$ cat config.mk
export PLATFORM = sky130hd
export DESIGN_NAME = nearest_car_dispatcher_top
export DESIGN_NICKNAME = d
export VERILOG_FILES = /design/src/sv/ncd_pkg.sv /design/src/sv/nearest_car_dispatcher_top.sv /design/src/sv/ncd_score.sv
export SDC_FILE = /design/constraint.sdc
export NUM_CORES = 1
export LEC_CHECK = 0
export ABC_CLOCK_PERIOD_IN_PS = 8100
export BUFFER_PORTS_ARGS = -buffer_cell sky130_fd_sc_hd__buf_2
export CORE_UTILIZATION = 55
export CTS_CLUSTER_DIAMETER = 30
export CTS_CLUSTER_SIZE = 30
export DETAILED_ROUTE_END_ITERATION = 8
export MAX_ROUTING_LAYER = met4
export PLACE_DENSITY = 0.74
export SYNTH_ARGS = -nofsm -noshare
export SYNTH_HDL_FRONTEND = slang
export SYNTH_SLANG_ARGS = --single-unit
$ cat constraint.sdc
create_clock -name clk -period 8.1 [get_ports clk]
set_clock_uncertainty 0.15 [all_clocks]
set_input_delay 0.405 -clock clk [delete_from_list [all_inputs] [get_ports clk]]
set_output_delay 0.405 -clock clk [all_outputs]
set_load 0.02 [all_outputs]
$ cat src/sv/ncd_pkg.sv
`default_nettype none

package ncd_pkg;

  // Table geometry.
  localparam int NUM_CARS   = 8;
  localparam int IDX_W      = $clog2(NUM_CARS);
  localparam int CNT_W      = $clog2(NUM_CARS + 1);
  localparam int NUM_FLOORS = 64;
  localparam int FLOOR_W    = 6;
  // Stored floor carries a sign so that minus one can mean unknown.
  localparam int CFLOOR_W   = FLOOR_W + 1;
  localparam int DIFF_W     = FLOOR_W + 2;
  localparam int DIST_W     = FLOOR_W + 1;

  // Field and register widths.
  localparam int OP_W      = 2;
  localparam int HEAD_W    = 2;
  localparam int STOPS_W   = 8;
  localparam int WEIGHT_W  = 8;
  localparam int NCARS_W   = 4;
  localparam int LIMIT_W   = 18;
  localparam int FPROD_W   = WEIGHT_W + DIST_W;
  localparam int LPROD_W   = WEIGHT_W + STOPS_W;
  localparam int SCORE_W   = LPROD_W + 1;
  localparam int CFG_IDX_W = 2;

  localparam logic [STOPS_W-1:0] STOPS_MAX = {STOPS_W{1'b1}};

  // Input operation codes.
  typedef enum logic [OP_W-1:0] {
    OP_CALL    = 2'd0,
    OP_FLOOR   = 2'd1,
    OP_STOP    = 2'd2,
    OP_HEADING = 2'd3
  } op_t;

  // Travel direction codes; code 3 is stored but treated like idle.
  localparam logic [HEAD_W-1:0] HEAD_IDLE = 2'd0;
  localparam logic [HEAD_W-1:0] HEAD_UP   = 2'd1;
  localparam logic [HEAD_W-1:0] HEAD_DOWN = 2'd2;

  // Configuration register indexes.
  localparam logic [CFG_IDX_W-1:0] CFG_NUM_CARS     = 2'd0;
  localparam logic [CFG_IDX_W-1:0] CFG_FLOOR_WEIGHT = 2'd1;
  localparam logic [CFG_IDX_W-1:0] CFG_LOAD_WEIGHT  = 2'd2;
  localparam logic [CFG_IDX_W-1:0] CFG_COST_LIMIT   = 2'd3;

  // Request into the scoring unit: one table entry per beat.
  typedef struct packed {
    logic                       vld;
    logic [IDX_W-1:0]           idx;
    logic signed [CFLOOR_W-1:0] car_floor;
    logic [HEAD_W-1:0]          heading;
    logic [STOPS_W-1:0]         stops;
  } score_req_t;

  // Registered response from the scoring unit.
  typedef struct packed {
    logic               vld;
    logic               skip;
    logic [IDX_W-1:0]   idx;
    logic [SCORE_W-1:0] score;
  } score_rsp_t;

  // Saturate a floor number to the top floor of the building.
  function automatic logic [FLOOR_W-1:0] clamp_floor(input logic [FLOOR_W-1:0] f);
    logic [FLOOR_W:0] fx;
    fx = {1'b0, f};
    if (fx >= (FLOOR_W+1)'(NUM_FLOORS)) begin
      clamp_floor = FLOOR_W'(NUM_FLOORS - 1);
    end else begin
      clamp_floor = f;
    end
  endfunction

endpackage

`default_nettype wire

$ cat src/sv/nearest_car_dispatcher_top.sv
`default_nettype none

// Nearest-car dispatcher. Each beat on the in_ channel is either a call (op 0)
// or a status event for one car, and gives exactly one beat on the out_ channel.
// A call scans the cars in service one per cycle through a two-stage scoring
// unit (products registered, then sum and compare); the car with the lowest
// score below cost_limit wins, lowest index on ties, and its stop count rises.
// The cars in service number num_cars capped at eight. A call passes through the
// scan, drain and commit states to the result state (straight there when no car
// is in service), a status event through the event state; the item leaves the
// result state once the output register is free, and in_ready then rises.
// in_ready is high only while no item is in work, and the next item may be taken
// while a result still waits for out_ready. The cfg_ port is always ready and
// must be written only while the block is idle.
module nearest_car_dispatcher_top
  import ncd_pkg::*;
(
  input  wire logic                 clk,
  input  wire logic                 rst_n,

  input  wire logic                 in_valid,
  output logic                      in_ready,
  input  wire logic [OP_W-1:0]      in_op,
  input  wire logic [IDX_W-1:0]     in_car,
  input  wire logic [FLOOR_W-1:0]   in_floor,
  input  wire logic [HEAD_W-1:0]    in_heading,

  output logic                      out_valid,
  input  wire logic                 out_ready,
  output logic                      out_assigned,
  output logic [IDX_W-1:0]          out_chosen_car,
  output logic                      out_bad_car,

  input  wire logic                 cfg_valid,
  output logic                      cfg_ready,
  input  wire logic [CFG_IDX_W-1:0] cfg_index,
  input  wire logic [LIMIT_W-1:0]   cfg_data
);

  typedef enum logic [5:0] {
    S_IDLE   = 6'b000001,
    S_EVENT  = 6'b000010,
    S_SCAN   = 6'b000100,
    S_DRAIN  = 6'b001000,
    S_COMMIT = 6'b010000,
    S_RESULT = 6'b100000
  } state_t;

  state_t                     state_r, state_nxt;

  logic [NCARS_W-1:0]         num_cars_r;
  logic [WEIGHT_W-1:0]        floor_weight_r;
  logic [WEIGHT_W-1:0]        load_weight_r;
  logic [LIMIT_W-1:0]         cost_limit_r;

  op_t                        op_r;
  logic [FLOOR_W-1:0]         floor_r;
  logic [HEAD_W-1:0]          heading_r;
  logic [CNT_W-1:0]           count_r, count_nxt;
  logic [IDX_W-1:0]           idx_r, idx_nxt;
  logic                       found_r, found_nxt;
  logic [IDX_W-1:0]           best_r, best_nxt;
  logic [SCORE_W-1:0]         best_score_r, best_score_nxt;
  logic                       bad_r, bad_nxt;

  logic                       out_valid_r;
  logic                       out_assigned_r;
  logic [IDX_W-1:0]           out_chosen_r;
  logic                       out_bad_r;
  logic                       out_load;

  logic signed [CFLOOR_W-1:0] car_floor_r   [NUM_CARS];
  logic [HEAD_W-1:0]          car_heading_r [NUM_CARS];
  logic [STOPS_W-1:0]         car_stops_r   [NUM_CARS];

  logic signed [CFLOOR_W-1:0] rd_floor;
  logic [HEAD_W-1:0]          rd_heading;
  logic [STOPS_W-1:0]         rd_stops;
  logic                       in_beat;
  logic                       scan_last;
  logic                       event_wr;
  logic                       commit_wr;

  score_req_t                 sc_req;
  score_rsp_t                 sc_rsp;

  assign in_ready  = (state_r == S_IDLE);
  assign in_beat   = in_valid && in_ready;
  assign cfg_ready = 1'b1;

  // Configuration registers.
  always_ff @(posedge clk) begin
    if (!rst_n) begin
      num_cars_r     <= NCARS_W'(8);
      floor_weight_r <= WEIGHT_W'(1);
      load_weight_r  <= WEIGHT_W'(1);
      cost_limit_r   <= LIMIT_W'(256);
    end else if (cfg_valid) begin
      case (cfg_index)
        CFG_NUM_CARS:     num_cars_r     <= cfg_data[NCARS_W-1:0];
        CFG_FLOOR_WEIGHT: floor_weight_r <= cfg_data[WEIGHT_W-1:0];
        CFG_LOAD_WEIGHT:  load_weight_r  <= cfg_data[WEIGHT_W-1:0];
        CFG_COST_LIMIT:   cost_limit_r   <= cfg_data;
        default: ;
      endcase
    end
  end

  // Single read port into the car table, addressed by the sequencer index.
  assign rd_floor   = car_floor_r[idx_r];
  assign rd_heading = car_heading_r[idx_r];
  assign rd_stops   = car_stops_r[idx_r];

  assign sc_req.vld       = (state_r == S_SCAN);
  assign sc_req.idx       = idx_r;
  assign sc_req.car_floor = rd_floor;
  assign sc_req.heading   = rd_heading;
  assign sc_req.stops     = rd_stops;

  ncd_score u_score (
    .clk          (clk),
    .rst_n        (rst_n),
    .req          (sc_req),
    .target       (floor_r),
    .floor_weight (floor_weight_r),
    .load_weight  (load_weight_r),
    .rsp          (sc_rsp)
  );

  assign scan_last = ({{(CNT_W-IDX_W){1'b0}}, idx_r} == (count_r - CNT_W'(1)));
  assign out_load  = (state_r == S_RESULT) && (!out_valid_r || out_ready);

  // Sequencer and best-car tracking.
  always_comb begin
    state_nxt      = state_r;
    count_nxt      = count_r;
    idx_nxt        = idx_r;
    found_nxt      = found_r;
    best_nxt       = best_r;
    best_score_nxt = best_score_r;
    bad_nxt        = bad_r;

    // Compare stage: keep the lowest qualifying score, earliest car on ties.
    if (sc_rsp.vld && !sc_rsp.skip &&
        ({1'b0, sc_rsp.score} < cost_limit_r) &&
        (!found_r || (sc_rsp.score < best_score_r))) begin
      found_nxt      = 1'b1;
      best_nxt       = sc_rsp.idx;
      best_score_nxt = sc_rsp.score;
    end

    case (state_r)
      S_IDLE: begin
        if (in_beat) begin
          if (num_cars_r > NCARS_W'(NUM_CARS)) begin
            count_nxt = CNT_W'(NUM_CARS);
          end else begin
            count_nxt = CNT_W'(num_cars_r);
          end
          found_nxt = 1'b0;
          best_nxt  = '0;
          bad_nxt   = 1'b0;
          if (op_t'(in_op) == OP_CALL) begin
            idx_nxt = '0;
            if (count_nxt == '0) begin
              state_nxt = S_RESULT;
            end else begin
              state_nxt = S_SCAN;
            end
          end else begin
            idx_nxt   = in_car;
            state_nxt = S_EVENT;
          end
        end
      end
      S_EVENT: begin
        bad_nxt   = ({{(CNT_W-IDX_W){1'b0}}, idx_r} >= count_r);
        state_nxt = S_RESULT;
      end
      S_SCAN: begin
        if (scan_last) begin
          state_nxt = S_DRAIN;
        end else begin
          idx_nxt = idx_r + IDX_W'(1);
        end
      end
      S_DRAIN: begin
        idx_nxt   = best_nxt;
        state_nxt = S_COMMIT;
      end
      S_COMMIT: begin
        state_nxt = S_RESULT;
      end
      S_RESULT: begin
        if (out_load) begin
          state_nxt = S_IDLE;
        end
      end
      default: begin
        state_nxt = S_IDLE;
      end
    endcase
  end

  // Control registers.
  always_ff @(posedge clk) begin
    if (!rst_n) begin
      state_r <= S_IDLE;
      found_r <= 1'b0;
      bad_r   <= 1'b0;
      count_r <= '0;
      idx_r   <= '0;
      best_r  <= '0;
    end else begin
      state_r <= state_nxt;
      found_r <= found_nxt;
      bad_r   <= bad_nxt;
      count_r <= count_nxt;
      idx_r   <= idx_nxt;
      best_r  <= best_nxt;
    end
  end

  // Latched item and running best score.
  always_ff @(posedge clk) begin
    if (in_beat) begin
      op_r      <= op_t'(in_op);
      floor_r   <= clamp_floor(in_floor);
      heading_r <= in_heading;
    end
    best_score_r <= best_score_nxt;
  end

  // Car table writes all go to the sequencer index.
  assign event_wr  = (state_r == S_EVENT) &&
                     ({{(CNT_W-IDX_W){1'b0}}, idx_r} < count_r);
  assign commit_wr = (state_r == S_COMMIT) && found_r;

  always_ff @(posedge clk) begin
    if (!rst_n) begin
      for (int i = 0; i < NUM_CARS; i++) begin
        car_floor_r[i]   <= '1;
        car_heading_r[i] <= HEAD_IDLE;
        car_stops_r[i]   <= '0;
      end
    end else if (event_wr) begin
      case (op_r)
        OP_FLOOR:   car_floor_r[idx_r] <= signed'({1'b0, floor_r});
        OP_STOP: begin
          if (rd_stops != '0) begin
            car_stops_r[idx_r] <= rd_stops - STOPS_W'(1);
          end
        end
        OP_HEADING: car_heading_r[idx_r] <= heading_r;
        default: ;
      endcase
    end else if (commit_wr) begin
      if (rd_stops != STOPS_MAX) begin
        car_stops_r[idx_r] <= rd_stops + STOPS_W'(1);
      end
    end
  end

  // Output register decouples the result from the next item.
  always_ff @(posedge clk) begin
    if (!rst_n) begin
      out_valid_r <= 1'b0;
    end else if (out_load) begin
      out_valid_r <= 1'b1;
    end else if (out_ready) begin
      out_valid_r <= 1'b0;
    end
  end

  always_ff @(posedge clk) begin
    if (out_load) begin
      out_assigned_r <= (op_r == OP_CALL) && found_r;
      out_chosen_r   <= ((op_r == OP_CALL) && found_r) ? best_r : '0;
      out_bad_r      <= bad_r;
    end
  end

  assign out_valid      = out_valid_r;
  assign out_assigned   = out_assigned_r;
  assign out_chosen_car = out_chosen_r;
  assign out_bad_car    = out_bad_r;

`ifndef ASSERT_OFF
  // The scoring pipeline is empty whenever a new item can be taken.
  a_pipe_empty: assert property (@(posedge clk) disable iff (!rst_n)
    in_ready |-> !sc_rsp.vld)
    else $error("scoring pipeline busy while idle");

  // A winning car always lies within the cars in service.
  a_best_in_range: assert property (@(posedge clk) disable iff (!rst_n)
    found_r |-> ({{(CNT_W-IDX_W){1'b0}}, best_r} < count_r))
    else $error("chosen car outside cars in service");

  // A placed call never carries the bad car flag.
  a_assigned_not_bad: assert property (@(posedge clk) disable iff (!rst_n)
    out_valid && out_assigned |-> !out_bad_car)
    else $error("assigned result flagged as bad car");

  // Without an assignment the chosen car reads as zero.
  a_chosen_zero: assert property (@(posedge clk) disable iff (!rst_n)
    out_valid && !out_assigned |-> (out_chosen_car == '0))
    else $error("chosen car set without assignment");
`endif

endmodule

`default_nettype wire

$ cat src/sv/ncd_score.sv
`default_nettype none

// Scores one car per cycle: direction filter and distance in front of the
// product registers, the final sum behind them.
module ncd_score
  import ncd_pkg::*;
(
  input  wire logic                 clk,
  input  wire logic                 rst_n,
  input  wire score_req_t           req,
  input  wire logic [FLOOR_W-1:0]   target,
  input  wire logic [WEIGHT_W-1:0]  floor_weight,
  input  wire logic [WEIGHT_W-1:0]  load_weight,
  output score_rsp_t                rsp
);

  logic signed [DIFF_W-1:0] diff;
  logic [DIST_W-1:0]        span;
  logic                     skip;

  logic                     vld_r;
  logic                     skip_r;
  logic [IDX_W-1:0]         idx_r;
  logic [FPROD_W-1:0]       fprod_r;
  logic [LPROD_W-1:0]       lprod_r;

  // Signed distance from the car to the call; an unknown floor sits below floor zero.
  always_comb begin
    diff = signed'({2'b00, target}) - signed'({req.car_floor[CFLOOR_W-1], req.car_floor});
    skip = ((req.heading == HEAD_UP)   && (diff < 0)) ||
           ((req.heading == HEAD_DOWN) && (diff > 0));
    if (diff < 0) begin
      span = DIST_W'(-diff);
    end else begin
      span = DIST_W'(diff);
    end
  end

  // Valid pipeline bit.
  always_ff @(posedge clk) begin
    if (!rst_n) begin
      vld_r <= 1'b0;
    end else begin
      vld_r <= req.vld;
    end
  end

  // Product registers.
  always_ff @(posedge clk) begin
    skip_r  <= skip;
    idx_r   <= req.idx;
    fprod_r <= FPROD_W'(floor_weight) * FPROD_W'(span);
    lprod_r <= LPROD_W'(load_weight) * LPROD_W'(req.stops);
  end

  assign rsp.vld   = vld_r;
  assign rsp.skip  = skip_r;
  assign rsp.idx   = idx_r;
  assign rsp.score = SCORE_W'(fprod_r) + SCORE_W'(lprod_r);

endmodule

`default_nettype wire
==> metrics.csv <==
metric,value,unit
rrSetupSlack,0.57,ns
netlist_instances,1565,
cp.required,8.45,ns
worstMarginPinSlew,0.936,ns
rr_worst_depth,27,
via_per_inst,5.63,
cp_max_fo,21,
post_cts_resized,0,
grt_pass1_wl,59900,µm
synthTopCellsByArea,"edfxtp_1 29%, dfxtp_1 13%, ha_1 10%",
synth.distinct_cells,66,
min_path_cells,3,
finalSetupTns,0,ns
grt-ovfl-total,0,
first_pass_iters,6,
nNetsFinal,1876,
synth_seq_area_share,42.0,%
synth-seq-cells,264,
die_x,175,µm
worst_ir_drop_vdd,0.180,mV
insertion_delay,0.58,ns
fin_crit,7.53,ns
gp_congestion,0.900,
cts_setup_buffers,0,
timing.rr.end,u_score.fprod_r[12]$_DFF_P_,
drt-wirelength-per-cell,17.8,µm
syn_avg_cell_area,10.5,µm²
leakage,8.28,nW
async_flop_share,0,%
start_util,56.5,%
synth_most_common_cell,nor2_1,
final_max_slew_viol_count,0,
cts-buffers-inserted,55,
fmax,0.133,GHz
core_area,0.0290,mm²
netlist_area,0.0164,mm²
fillerInstances,2214,
holdCritStartpoint,cfg_data[5],
slew_headroom,37.5,%
dominantRegCellSynth,edfxtp_1,
synth_top_area_share,29.3,%
die_area,0.0305,mm²
dp_hpwl,26500,µm
worstSetupPathType,reg2reg,
cts_tree,done,
drt-total-wl,36800,µm
clock_path_buffers,3,
min_path_type,in2reg,
setup_viol_count_final,0,
vias,11600,
syn_nets,1805,
ios,46,
p_total,5.55,mW
ant_nets,0,
end_kind,register,
outcome,"complete, no violations",
drtIter0Drc,859,
synth_edf_count,160,
min_period_over_period,93.0,%
drc_errors,0,
die_height,175,µm
p_per_area,291,mW/mm²
diodes,0,
cts_root_buffer,clkbuf_16,
antenna_found_initial,0,
clk_pin_slew,0.05,ns
num_rows,62,
max_cap_violations,0,
cts_num_sinks,264,
final-hold-violation-count,0,
grt_pass1_vias,11800,
syn_to_final_growth,16.3,%
drive_gt1_share,11.5,%
numPortBuffers,44,
synth_commonest_cells,"164 x nor2_1, 160 x edfxtp_1, 157 x inv_1",
postCtsHoldBufs,24,
cp_data_arrival_time,7.89,ns
htreeDepth,2,
ys.warnings.count,0,
grtUsageTotal,25.4,%
grt_max_degree,95,
yosys.area.top_type,edfxtp_1,
rsz0062_at_grt,false,
startpoint_type,register,
whs_endpoint,load_weight_r[5]$_SDFFE_PN0P_,
==> cells in the final DEF (no fill, tap or decap), drive strengths merged, types with 34 or more instances in the layout <==
master,count
a21boi,34
a21oi,56
and2,61
buf,51
clkbuf,70
dfxtp,104
edfxtp,160
fa,68
ha,134
inv,160
mux4,34
nand2,153
nor2,164
nor2b,57
xnor2,36
==> critical path, stage by stage (launching register included) <==
cell and delay, ns:
dfxtp_1 0.49, buf_4 0.40, mux4_2 0.38, mux2i_1 0.21, inv_1 0.09, fa_1 0.43
nand2b_1 0.16, a21oi_1 0.17, nor2_1 0.07, xnor2_1 0.26, nor3_1 0.11, a211oi_1 0.32
xor2_1 0.44, nand2_1 0.15, fa_1 0.53, fa_1 0.54, inv_1 0.05, fa_1 0.52
inv_1 0.05, fa_1 0.52, inv_1 0.04, ha_1 0.33, nor2b_1 0.17, o211ai_1 0.17
nand2_1 0.10, a41oi_1 0.26, nor2b_1 0.20, xnor2_1 0.12
==> layout make-up <==
| type | instances | area [µm²] | share of cell area (%) |
|---|---|---|---|
| sequential | 264 | 6890 | 36.1 |
| multi-input combinational | 1082 | 8620 | 45.2 |
| timing repair buffer | 75 | 513 | 2.69 |
| tap | 384 | 480 | 2.52 |
| inverter | 158 | 593 | 3.11 |
| clock buffer | 70 | 1510 | 7.94 |
| clock inverter | 31 | 458 | 2.40 |
==> state kept, by name, summed over array words and instances (netlist names), 15 cells and up, named ones only <==
register and flops:
best_score_r 17, car_floor_r 56, car_heading_r 16, car_stops_r 64, cost_limit_r 18, u_score.fprod_r 15
u_score.lprod_r 16
==> logic make-up after synthesis <==
logic type | count (synthesis) | share of synthesized area, %
AOI/OAI and AO/OA | 194 | 7.75
xor gates and xnor gates | 53 | 2.83
adders and majority gates | 202 | 18.5
buffers and inverters | 219 | 5.41
DFF | 264 | 42.0
muxes | 68 | 6.85
other | 1 | 0.0229
and+or+nand+nor | 564 | 16.6
==> metrics by stage <==
step | area (µm²) | hold slack [ns] | utilization (%) | instances | setup WS (ns)
after detailed placement | 16900 | 0.302 | 58.1 | 1939 | 0.591
after CTS | 19100 | 0.00130 | 65.7 | 2064 | 0.564
after floorplan | 16400 | 0.203 | - | 1565 | 0.536
final | 19100 | 0.0105 | 65.7 | 2064 | 0.567
after global routing | 19100 | 0.0149 | 65.7 | 2064 | 0.0678
after global placement | 16900 | 0.288 | 58.1 | 1939 | 0.765
==> worst max path at each step <==
stage / endpoint / depth (start not counted) / start
2_1_floorplan: u_score.fprod_r[12]$_DFF_P_ / 30 / register
3_5_place_dp: u_score.fprod_r[12]$_DFF_P_ / 27 / register
5_1_grt: u_score.fprod_r[14]$_DFF_P_ / 25 / register
6_report: u_score.fprod_r[12]$_DFF_P_ / 27 / register
3_3_place_gp: u_score.fprod_r[12]$_DFF_P_ / 27 / register
4_1_cts: u_score.fprod_r[14]$_DFF_P_ / 27 / register
==> power by group <==
part           internal, mW  leakage, nW  switching [mW]
Clock                  1.63        0.958           0.722
Sequential             1.56         2.46          0.0738
Combinational         0.629         4.86           0.937
==> layer usage <==
layer	part of all wire (%)	vias to the layer above	global-route usage, %
met4	4.4	0	11.7
met3	5.5	101	3.52
li1	-	5502	-
met1	43	5626	32.2
met5	0	-	-
met2	47	397	40.6
Note: power is estimated with default switching activity, not from simulation.
